[src/sv/stq_pkg.sv]
package stq_pkg;

  localparam int MAX_RESULTS = 16;

  localparam logic MODE_TICK = 1'b0;
  localparam logic MODE_SET  = 1'b1;

  localparam logic [1:0] KIND_INSERTED = 2'd0;
  localparam logic [1:0] KIND_REPLACED = 2'd1;
  localparam logic [1:0] KIND_REJECTED = 2'd2;
  localparam logic [1:0] KIND_EXPIRED  = 2'd3;

  typedef struct packed {
    logic        mode;
    logic [15:0] delay_seconds;
    logic [15:0] timer_id;
  } stq_req_t;

  typedef struct packed {
    logic [1:0]  kind;
    logic [15:0] out_number;
    logic [15:0] out_seconds;
    logic        last;
  } stq_rsp_t;

  typedef enum logic [1:0] {
    ST_IDLE,
    ST_INSERT,
    ST_EXPIRE
  } stq_state_t;

endpackage

[src/sv/stq_front.sv]
module stq_front import stq_pkg::*; (
  input  logic     clk,
  input  logic     rst,
  input  logic     req_valid,
  output logic     req_stall,
  input  stq_req_t req,
  output logic     q_valid,
  output stq_req_t q_item,
  input  logic     q_pop
);

  // two-entry request queue
  stq_req_t slot [2];
  logic     rd_ptr;
  logic     wr_ptr;
  logic [1:0] fill;
  logic     push;

  assign req_stall = (fill == 2'd2);
  assign push      = req_valid && !req_stall;
  assign q_valid   = (fill != 2'd0);
  assign q_item    = slot[rd_ptr];

  always_ff @(posedge clk) begin
    if (push) begin
      slot[wr_ptr] <= req;
    end
    if (rst) begin
      rd_ptr <= 1'b0;
      wr_ptr <= 1'b0;
      fill   <= 2'd0;
    end else begin
      if (push) begin
        wr_ptr <= !wr_ptr;
      end
      if (q_pop) begin
        rd_ptr <= !rd_ptr;
      end
      fill <= fill + 2'(push) - 2'(q_pop);
    end
  end

endmodule

[src/sv/stq_back.sv]
module stq_back import stq_pkg::*; #(
  parameter int TABLE_DEPTH = 16,
  parameter int TIME_BITS   = 32
) (
  input  logic     clk,
  input  logic     rst,
  input  logic     q_valid,
  input  stq_req_t q_item,
  output logic     q_pop,
  output logic     rsp_valid,
  input  logic     rsp_stall,
  output stq_rsp_t rsp
);

  localparam int CW = $clog2(TABLE_DEPTH + 1);
  localparam int IW = $clog2(TABLE_DEPTH);
  localparam int NW = $clog2(MAX_RESULTS + 1);

  logic [TIME_BITS-1:0] now;
  logic [TIME_BITS-1:0] expiry [TABLE_DEPTH];
  logic [15:0]          dly    [TABLE_DEPTH];
  logic [15:0]          ids    [TABLE_DEPTH];
  logic [CW-1:0]        count;
  logic [NW-1:0]        n_out;

  stq_state_t state, state_next;
  stq_req_t             cur;
  logic [TIME_BITS-1:0] cur_exp;
  logic [1:0]           cur_kind;

  logic [TABLE_DEPTH-1:0] match, lt;
  logic                   found;
  logic [IW-1:0]          found_idx;
  logic                   full;
  logic [TIME_BITS:0]     exp_sum;
  logic [TIME_BITS-1:0]   exp_sat;
  logic                   out_ok, due, exp_last;

  logic          shift_en;
  logic [IW-1:0] shift_idx;
  logic          ins_en, take_set, tick_en, emit;
  stq_rsp_t      emit_rsp;

  always_comb begin
    found     = 1'b0;
    found_idx = '0;
    for (int i = 0; i < TABLE_DEPTH; i++) begin
      match[i] = (CW'(i) < count) && (ids[i] == q_item.timer_id);
      lt[i]    = (CW'(i) < count) && (expiry[i] < cur_exp);
    end
    for (int i = TABLE_DEPTH - 1; i >= 0; i--) begin
      if (match[i]) begin
        found     = 1'b1;
        found_idx = IW'(i);
      end
    end
  end

  assign full    = (count == CW'(TABLE_DEPTH));
  assign exp_sum = {1'b0, now} + (TIME_BITS + 1)'(q_item.delay_seconds);
  assign exp_sat = exp_sum[TIME_BITS] ? '1 : exp_sum[TIME_BITS-1:0];
  assign out_ok  = !rsp_valid || !rsp_stall;
  assign due     = (count != '0) && (expiry[0] <= now) && (n_out < NW'(MAX_RESULTS));
  assign exp_last = (n_out == NW'(MAX_RESULTS - 1)) || (count == CW'(1)) || (expiry[1] > now);

  always_comb begin
    state_next = state;
    q_pop      = 1'b0;
    shift_en   = 1'b0;
    shift_idx  = '0;
    ins_en     = 1'b0;
    take_set   = 1'b0;
    tick_en    = 1'b0;
    emit       = 1'b0;
    emit_rsp   = '{kind: KIND_EXPIRED, out_number: ids[0], out_seconds: dly[0],
                   last: exp_last};
    unique case (state)
      ST_IDLE: begin
        if (q_valid) begin
          if (q_item.mode == MODE_SET) begin
            if (found || !full) begin
              q_pop      = 1'b1;
              take_set   = 1'b1;
              shift_en   = found;
              shift_idx  = found_idx;
              state_next = ST_INSERT;
            end else if (out_ok) begin
              q_pop    = 1'b1;
              emit     = 1'b1;
              emit_rsp = '{kind: KIND_REJECTED, out_number: q_item.timer_id,
                           out_seconds: q_item.delay_seconds, last: 1'b1};
            end
          end else begin
            q_pop      = 1'b1;
            tick_en    = 1'b1;
            state_next = ST_EXPIRE;
          end
        end
      end
      ST_INSERT: begin
        if (out_ok) begin
          ins_en     = 1'b1;
          emit       = 1'b1;
          emit_rsp   = '{kind: cur_kind, out_number: cur.timer_id,
                         out_seconds: cur.delay_seconds, last: 1'b1};
          state_next = ST_IDLE;
        end
      end
      ST_EXPIRE: begin
        if (!due) begin
          state_next = ST_IDLE;
        end else if (out_ok) begin
          emit     = 1'b1;
          shift_en = 1'b1;
          if (exp_last) begin
            state_next = ST_IDLE;
          end
        end
      end
      default: state_next = ST_IDLE;
    endcase
  end

  always_ff @(posedge clk) begin
    if (rst) begin
      state <= ST_IDLE;
    end else begin
      state <= state_next;
    end
  end

  always_ff @(posedge clk) begin
    if (take_set) begin
      cur      <= q_item;
      cur_exp  <= exp_sat;
      cur_kind <= found ? KIND_REPLACED : KIND_INSERTED;
    end
    if (emit) begin
      rsp <= emit_rsp;
    end
    if (shift_en) begin
      for (int i = 0; i < TABLE_DEPTH - 1; i++) begin
        if (IW'(i) >= shift_idx) begin
          expiry[i] <= expiry[i+1];
          dly[i]    <= dly[i+1];
          ids[i]    <= ids[i+1];
        end
      end
    end
    if (ins_en) begin
      for (int i = 0; i < TABLE_DEPTH; i++) begin
        if (!lt[i]) begin
          if (i == 0 || lt[(i == 0) ? 0 : i-1]) begin
            expiry[i] <= cur_exp;
            dly[i]    <= cur.delay_seconds;
            ids[i]    <= cur.timer_id;
          end else begin
            expiry[i] <= expiry[(i == 0) ? 0 : i-1];
            dly[i]    <= dly[(i == 0) ? 0 : i-1];
            ids[i]    <= ids[(i == 0) ? 0 : i-1];
          end
        end
      end
    end
    if (rst) begin
      now       <= '0;
      count     <= '0;
      n_out     <= '0;
      rsp_valid <= 1'b0;
    end else begin
      if (tick_en) begin
        n_out <= '0;
        if (now != '1) begin
          now <= now + 1'b1;
        end
      end else if (emit && state == ST_EXPIRE) begin
        n_out <= n_out + 1'b1;
      end
      if (shift_en) begin
        count <= count - 1'b1;
      end else if (ins_en) begin
        count <= count + 1'b1;
      end
      if (emit) begin
        rsp_valid <= 1'b1;
      end else if (!rsp_stall) begin
        rsp_valid <= 1'b0;
      end
    end
  end

  a_count_range: assert property (@(posedge clk) disable iff (rst)
    count <= CW'(TABLE_DEPTH)) else $error("entry count above depth");
  a_sorted_head: assert property (@(posedge clk) disable iff (rst)
    count >= CW'(2) |-> expiry[0] <= expiry[1]) else $error("table head out of order");
  a_time_mono: assert property (@(posedge clk) disable iff (rst)
    !$past(rst) |-> now >= $past(now)) else $error("time went backward");
  a_no_overwrite: assert property (@(posedge clk) disable iff (rst)
    rsp_valid && rsp_stall |-> !emit) else $error("held result overwritten");

endmodule

[src/sv/sorted_timer_queue.sv]
// Sorted timer queue. A set request (mode 1) passes through the table back
// end's insert state unless it is rejected for a full table; a tick steps
// through the expire state and gives one result per expired timer, up to
// 16 per tick. The pace is set by the single table update port and the one
// result register; a two-entry request queue sits ahead of the table so
// requests are taken while results wait.
module sorted_timer_queue import stq_pkg::*; #(
  parameter int TABLE_DEPTH = 16,
  parameter int TIME_BITS   = 32
) (
  input  logic     clk,
  input  logic     rst,
  input  logic     req_valid,
  output logic     req_stall,
  input  stq_req_t req,
  output logic     rsp_valid,
  input  logic     rsp_stall,
  output stq_rsp_t rsp
);

  logic     q_valid;
  stq_req_t q_item;
  logic     q_pop;

  stq_front u_front (
    .clk       (clk),
    .rst       (rst),
    .req_valid (req_valid),
    .req_stall (req_stall),
    .req       (req),
    .q_valid   (q_valid),
    .q_item    (q_item),
    .q_pop     (q_pop)
  );

  stq_back #(
    .TABLE_DEPTH (TABLE_DEPTH),
    .TIME_BITS   (TIME_BITS)
  ) u_back (
    .clk       (clk),
    .rst       (rst),
    .q_valid   (q_valid),
    .q_item    (q_item),
    .q_pop     (q_pop),
    .rsp_valid (rsp_valid),
    .rsp_stall (rsp_stall),
    .rsp       (rsp)
  );

endmodule
[config.mk]
export PLATFORM = sky130hd
export DESIGN_NAME = sorted_timer_queue
export DESIGN_NICKNAME = d
export VERILOG_FILES = /design/src/sv/stq_pkg.sv /design/src/sv/stq_front.sv /design/src/sv/stq_back.sv /design/src/sv/sorted_timer_queue.sv
export SDC_FILE = /design/constraint.sdc
export NUM_CORES = 2
export LEC_CHECK = 0
export ABC_AREA = 1
export BUFFER_PORTS_ARGS = -buffer_cell sky130_fd_sc_hd__buf_2
export CAP_MARGIN = 20
export CELL_PAD_IN_SITES_DETAIL_PLACEMENT = 1
export CELL_PAD_IN_SITES_GLOBAL_PLACEMENT = 1
export CORE_MARGIN = 1
export CORE_UTILIZATION = 45
export CTS_CLUSTER_DIAMETER = 30
export CTS_CLUSTER_SIZE = 20
export DETAILED_ROUTE_END_ITERATION = 10
export PLACE_DENSITY_LB_ADDON = 0.3
export SYNTH_ARGS = -nofsm -noshare
export SYNTH_HDL_FRONTEND = slang
export SYNTH_SLANG_ARGS = --single-unit
[constraint.sdc]
create_clock -name clk -period 12.9 [get_ports clk]
set_clock_uncertainty 0.2 [all_clocks]
set_input_delay 0 -clock clk [delete_from_list [all_inputs] [get_ports clk]]
set_output_delay 0 -clock clk [all_outputs]
set_load 0.05 [all_outputs]
==> flow_summary.yaml <==
run_status:
  status: "completed"
final_layout:
  instances_no_fill: 12156
  nNetsFinal: 10163
  drive_gt1_frac: 0.0923
  area_delta_synth_final_pct: 19.7
  mostFrequentLayoutCell: "nand2_1"
  final_cell_mix: "nand2_1, edfxtp_1, nor2_1"
yosys:
  synth_edf_count: 1190
  synth_top_area_cell: "edfxtp_1"
  synth_area_leaders: "edfxtp_1, nand2_1, ha_1"
  synth.top_cell.area_share: 0.453
  yosysWarnings: 0
  avgSynthCellArea_um2: 8.35
  syn_area_mm2: 0.0788
  synthFlopType: "edfxtp_1"
  syn_inst: 9444
  yosysUniqueCellTypes: 60
  async_reset_ff_frac: 0
  ys_ff_latch: 1240
  synth_seq_area_share: 0.466
  syn-num-nets: 10066
timing:
  tns_ps: 0
  fmax_mhz: 129
  whs_ps: 66.1
  fin_crit_ps: 7780
  rsz0062_at_grt: "no"
  slew_violations: 0
  max-slew-margin-rel: 0.151
  period_share: 0.603
  setup_slack_ps: 5120
  finalHoldViolations: 0
  tightest_slew_ps: 1270
  finalSetupViolCount: 0
detailed_routing:
  drt_iter0_drc: 9516
  drc: 0
  totalWireLength_mm: 389
  wl_per_cell_um: 32.0
  dr.pass1.iters: 6
  dr_total_vias: 79914
  ant_nets: 0
  vias_per_cell: 6.57
global_routing:
  antenna_found_initial: 22
  grt_max_degree: 85
  grt_pass1_wl_mm: 559
  track_usage: 0.434
  grt_pass1_vias: 82882
  grt_remaining_overflow: 0
power:
  p_int_mw: 14.7
  power.density_mw_per_mm2: 265
  leakage_nw: 39.8
  sequentialPowerShare: 0.279
  ir_drop_uv: 188
  p_comb_frac: 0.356
  clock_power_share: 0.365
  sw_frac_of_total: 0.413
  switchingPower_mw: 10.3
place:
  dpl.cell_count: 11424
  gp_routability_congestion: 1.04
  port-buffer-count: 73
  place_ws_ps: 5700
  dp_hpwl_mm: 246
setup_path:
  start_kind: "register"
  crit_fanout: 66
  critPathMostFrequentCell: "buf_4"
  critical_path_class: "reg -> reg"
  worstPathCellList: "inv_1 -> buf_4 -> ha_1 -> a21oi_1 -> o21ai_0 -> nand3_1 -> a21oi_1 -> a211oi_1 -> nor2_1 -> a2111oi_2 -> nand2_2 -> inv_2 -> nor2_4 -> buf_4 -> inv_2 -> buf_4 -> nand2_4 -> buf_4"
  cp_data_required_time_ps: 13250
  max_stage_delay_ps: 920
  slowest_stage: "buf_4"
  worstSetupEndpointType: "register"
  critPathArrivalTime_ps: 8130
  rr_worst_depth: 18
cts:
  htreeDepth: 5
  post_cts_buffers: 0
  clock_sinks: 1240
  clkTransAtPathRegs_ps: 50
  cts_hold_buffers: 72
  cts.path.max_buffers: 4
  cts_root_buf: "clkbuf_16"
  cts_made_buffers: 367
  cts_tree: "built"
  clock_latency_ps: 990
  cts-resized-gates: 0
run:
  drv_cap: 0
worst_hold_path:
  min_path_cells: 6
  hold_path.class: "in -> reg"
die:
  die_area_mm2: 0.177
  dieWidth_um: 420
  die_y_um: 420
  row_count: 153
  core_mm2: 0.174
  ios: 74
  initial_core_util: 0.453
[final timing paths]
check / start / endpoint / slack, ps
worst min register to register: u_front.fill[1] / u_front.fill[1] / 280
worst max register to register: u_back.cur_exp[19] / u_back.dly[0][54] / 5120
worst min-delay path: rsp_stall / u_back.state[0] / 70
worst max-delay path: u_back.cur_exp[19] / u_back.dly[0][54] / 5120
[routing by layer]
| layer | global-route usage | wire, um | up-vias |
|---|---|---|---|
| met3 | 0.123 | 44500 | 1852 |
| li1 | - | - | 33013 |
| met2 | 0.665 | 171000 | 5544 |
| met1 | 0.501 | 136000 | 39491 |
| met5 | 0 | 103 | - |
| met4 | 0.364 | 37300 | 14 |
[critical path, delay by kind of cell (launching register included)]
kind	cells	cell delay [ps]
AOI/OAI and AO/OA	5	1500
adders and majority gates	1	340
buffers and inverters	7	2840
DFF	1	710
and+or+nand+nor	5	1620
[cell families after synthesis]
kind of cell,synth area share
flops,0.466
compound gates,0.142
buf+inv,0.0749
xor+xnor,0.0140
fa+ha+maj,0.0930
simple gates,0.210
[cells in the mapped netlist, types with 3 or more instances]
cell type	number
o2111ai_1	10
ha_1	584
o21ai_0	806
a221oi_1	3
edfxtp_1	1190
nand2_2	21
buf_4	30
o21bai_1	4
a31oi_1	66
a2111oi_0	3
a21o_1	18
a211oi_1	18
xnor2_1	33
o211ai_1	93
o221ai_1	21
buf_6	16
o31ai_1	11
nand2_1	2101
nand2_4	4
buf_2	66
inv_1	892
inv_2	9
nor4_1	13
nor2_1	901
a22oi_1	14
or2_2	6
a21oi_1	794
o22ai_1	111
nor3b_1	5
xor2_1	93
dfxtp_1	50
nor3_1	64
a21boi_0	4
nor2_2	4
and3_1	4
o21ai_1	58
nand3b_1	6
nand3_1	460
nand4_1	348
o21a_1	13
buf_1	25
clkbuf_1	449
[power groups by stage]
stage	clock network [mW]	registers, mW	logic (mW)
finish	9.12	6.98	8.90
global route	9.31	7.01	9.46
CTS	9.07	6.90	8.56
detailed placement	0	6.94	8.35
global placement	0	6.93	7.92
floorplan	0	6.54	5.12
[per-stage QoR]
stage / total power [mW] / utilization / instance area, um^2
global route: 25.8 / 0.543 / 94300
global placement: 14.8 / 0.468 / 81300
floorplan: 11.7 / - / 78800
detailed placement: 15.3 / 0.468 / 81400
CTS: 24.5 / 0.543 / 94300
finish: 25.0 / 0.543 / 94300
[cell type report]
cell class              instances  area (um^2)
inverters                     903         3390
repair buffers                314         2450
diodes                         13         32.5
flip-flops and latches       1240        36700
multi-input cells            6715        36700
clock inverters               224         2570
well taps                    2325         2910
clock buffers                 422         9580
fillers                     20338        79500
[registers in the layout (all words and copies together), names as in the netlist, named ones only]
signal            count
u_back.expiry       512
u_back.dly          256
u_back.ids          256
u_front.slot         66
u_back.rsp           35
u_back.cur           32
u_back.cur_exp       32
u_back.now           32
u_back.count          5
u_back.n_out          5
u_back.state          2
u_front.fill          2
u_back.cur_kind       1
u_back.rsp_valid      1
u_front.rd_ptr        1
u_front.wr_ptr        1
(Power assumes the default switching activity.)
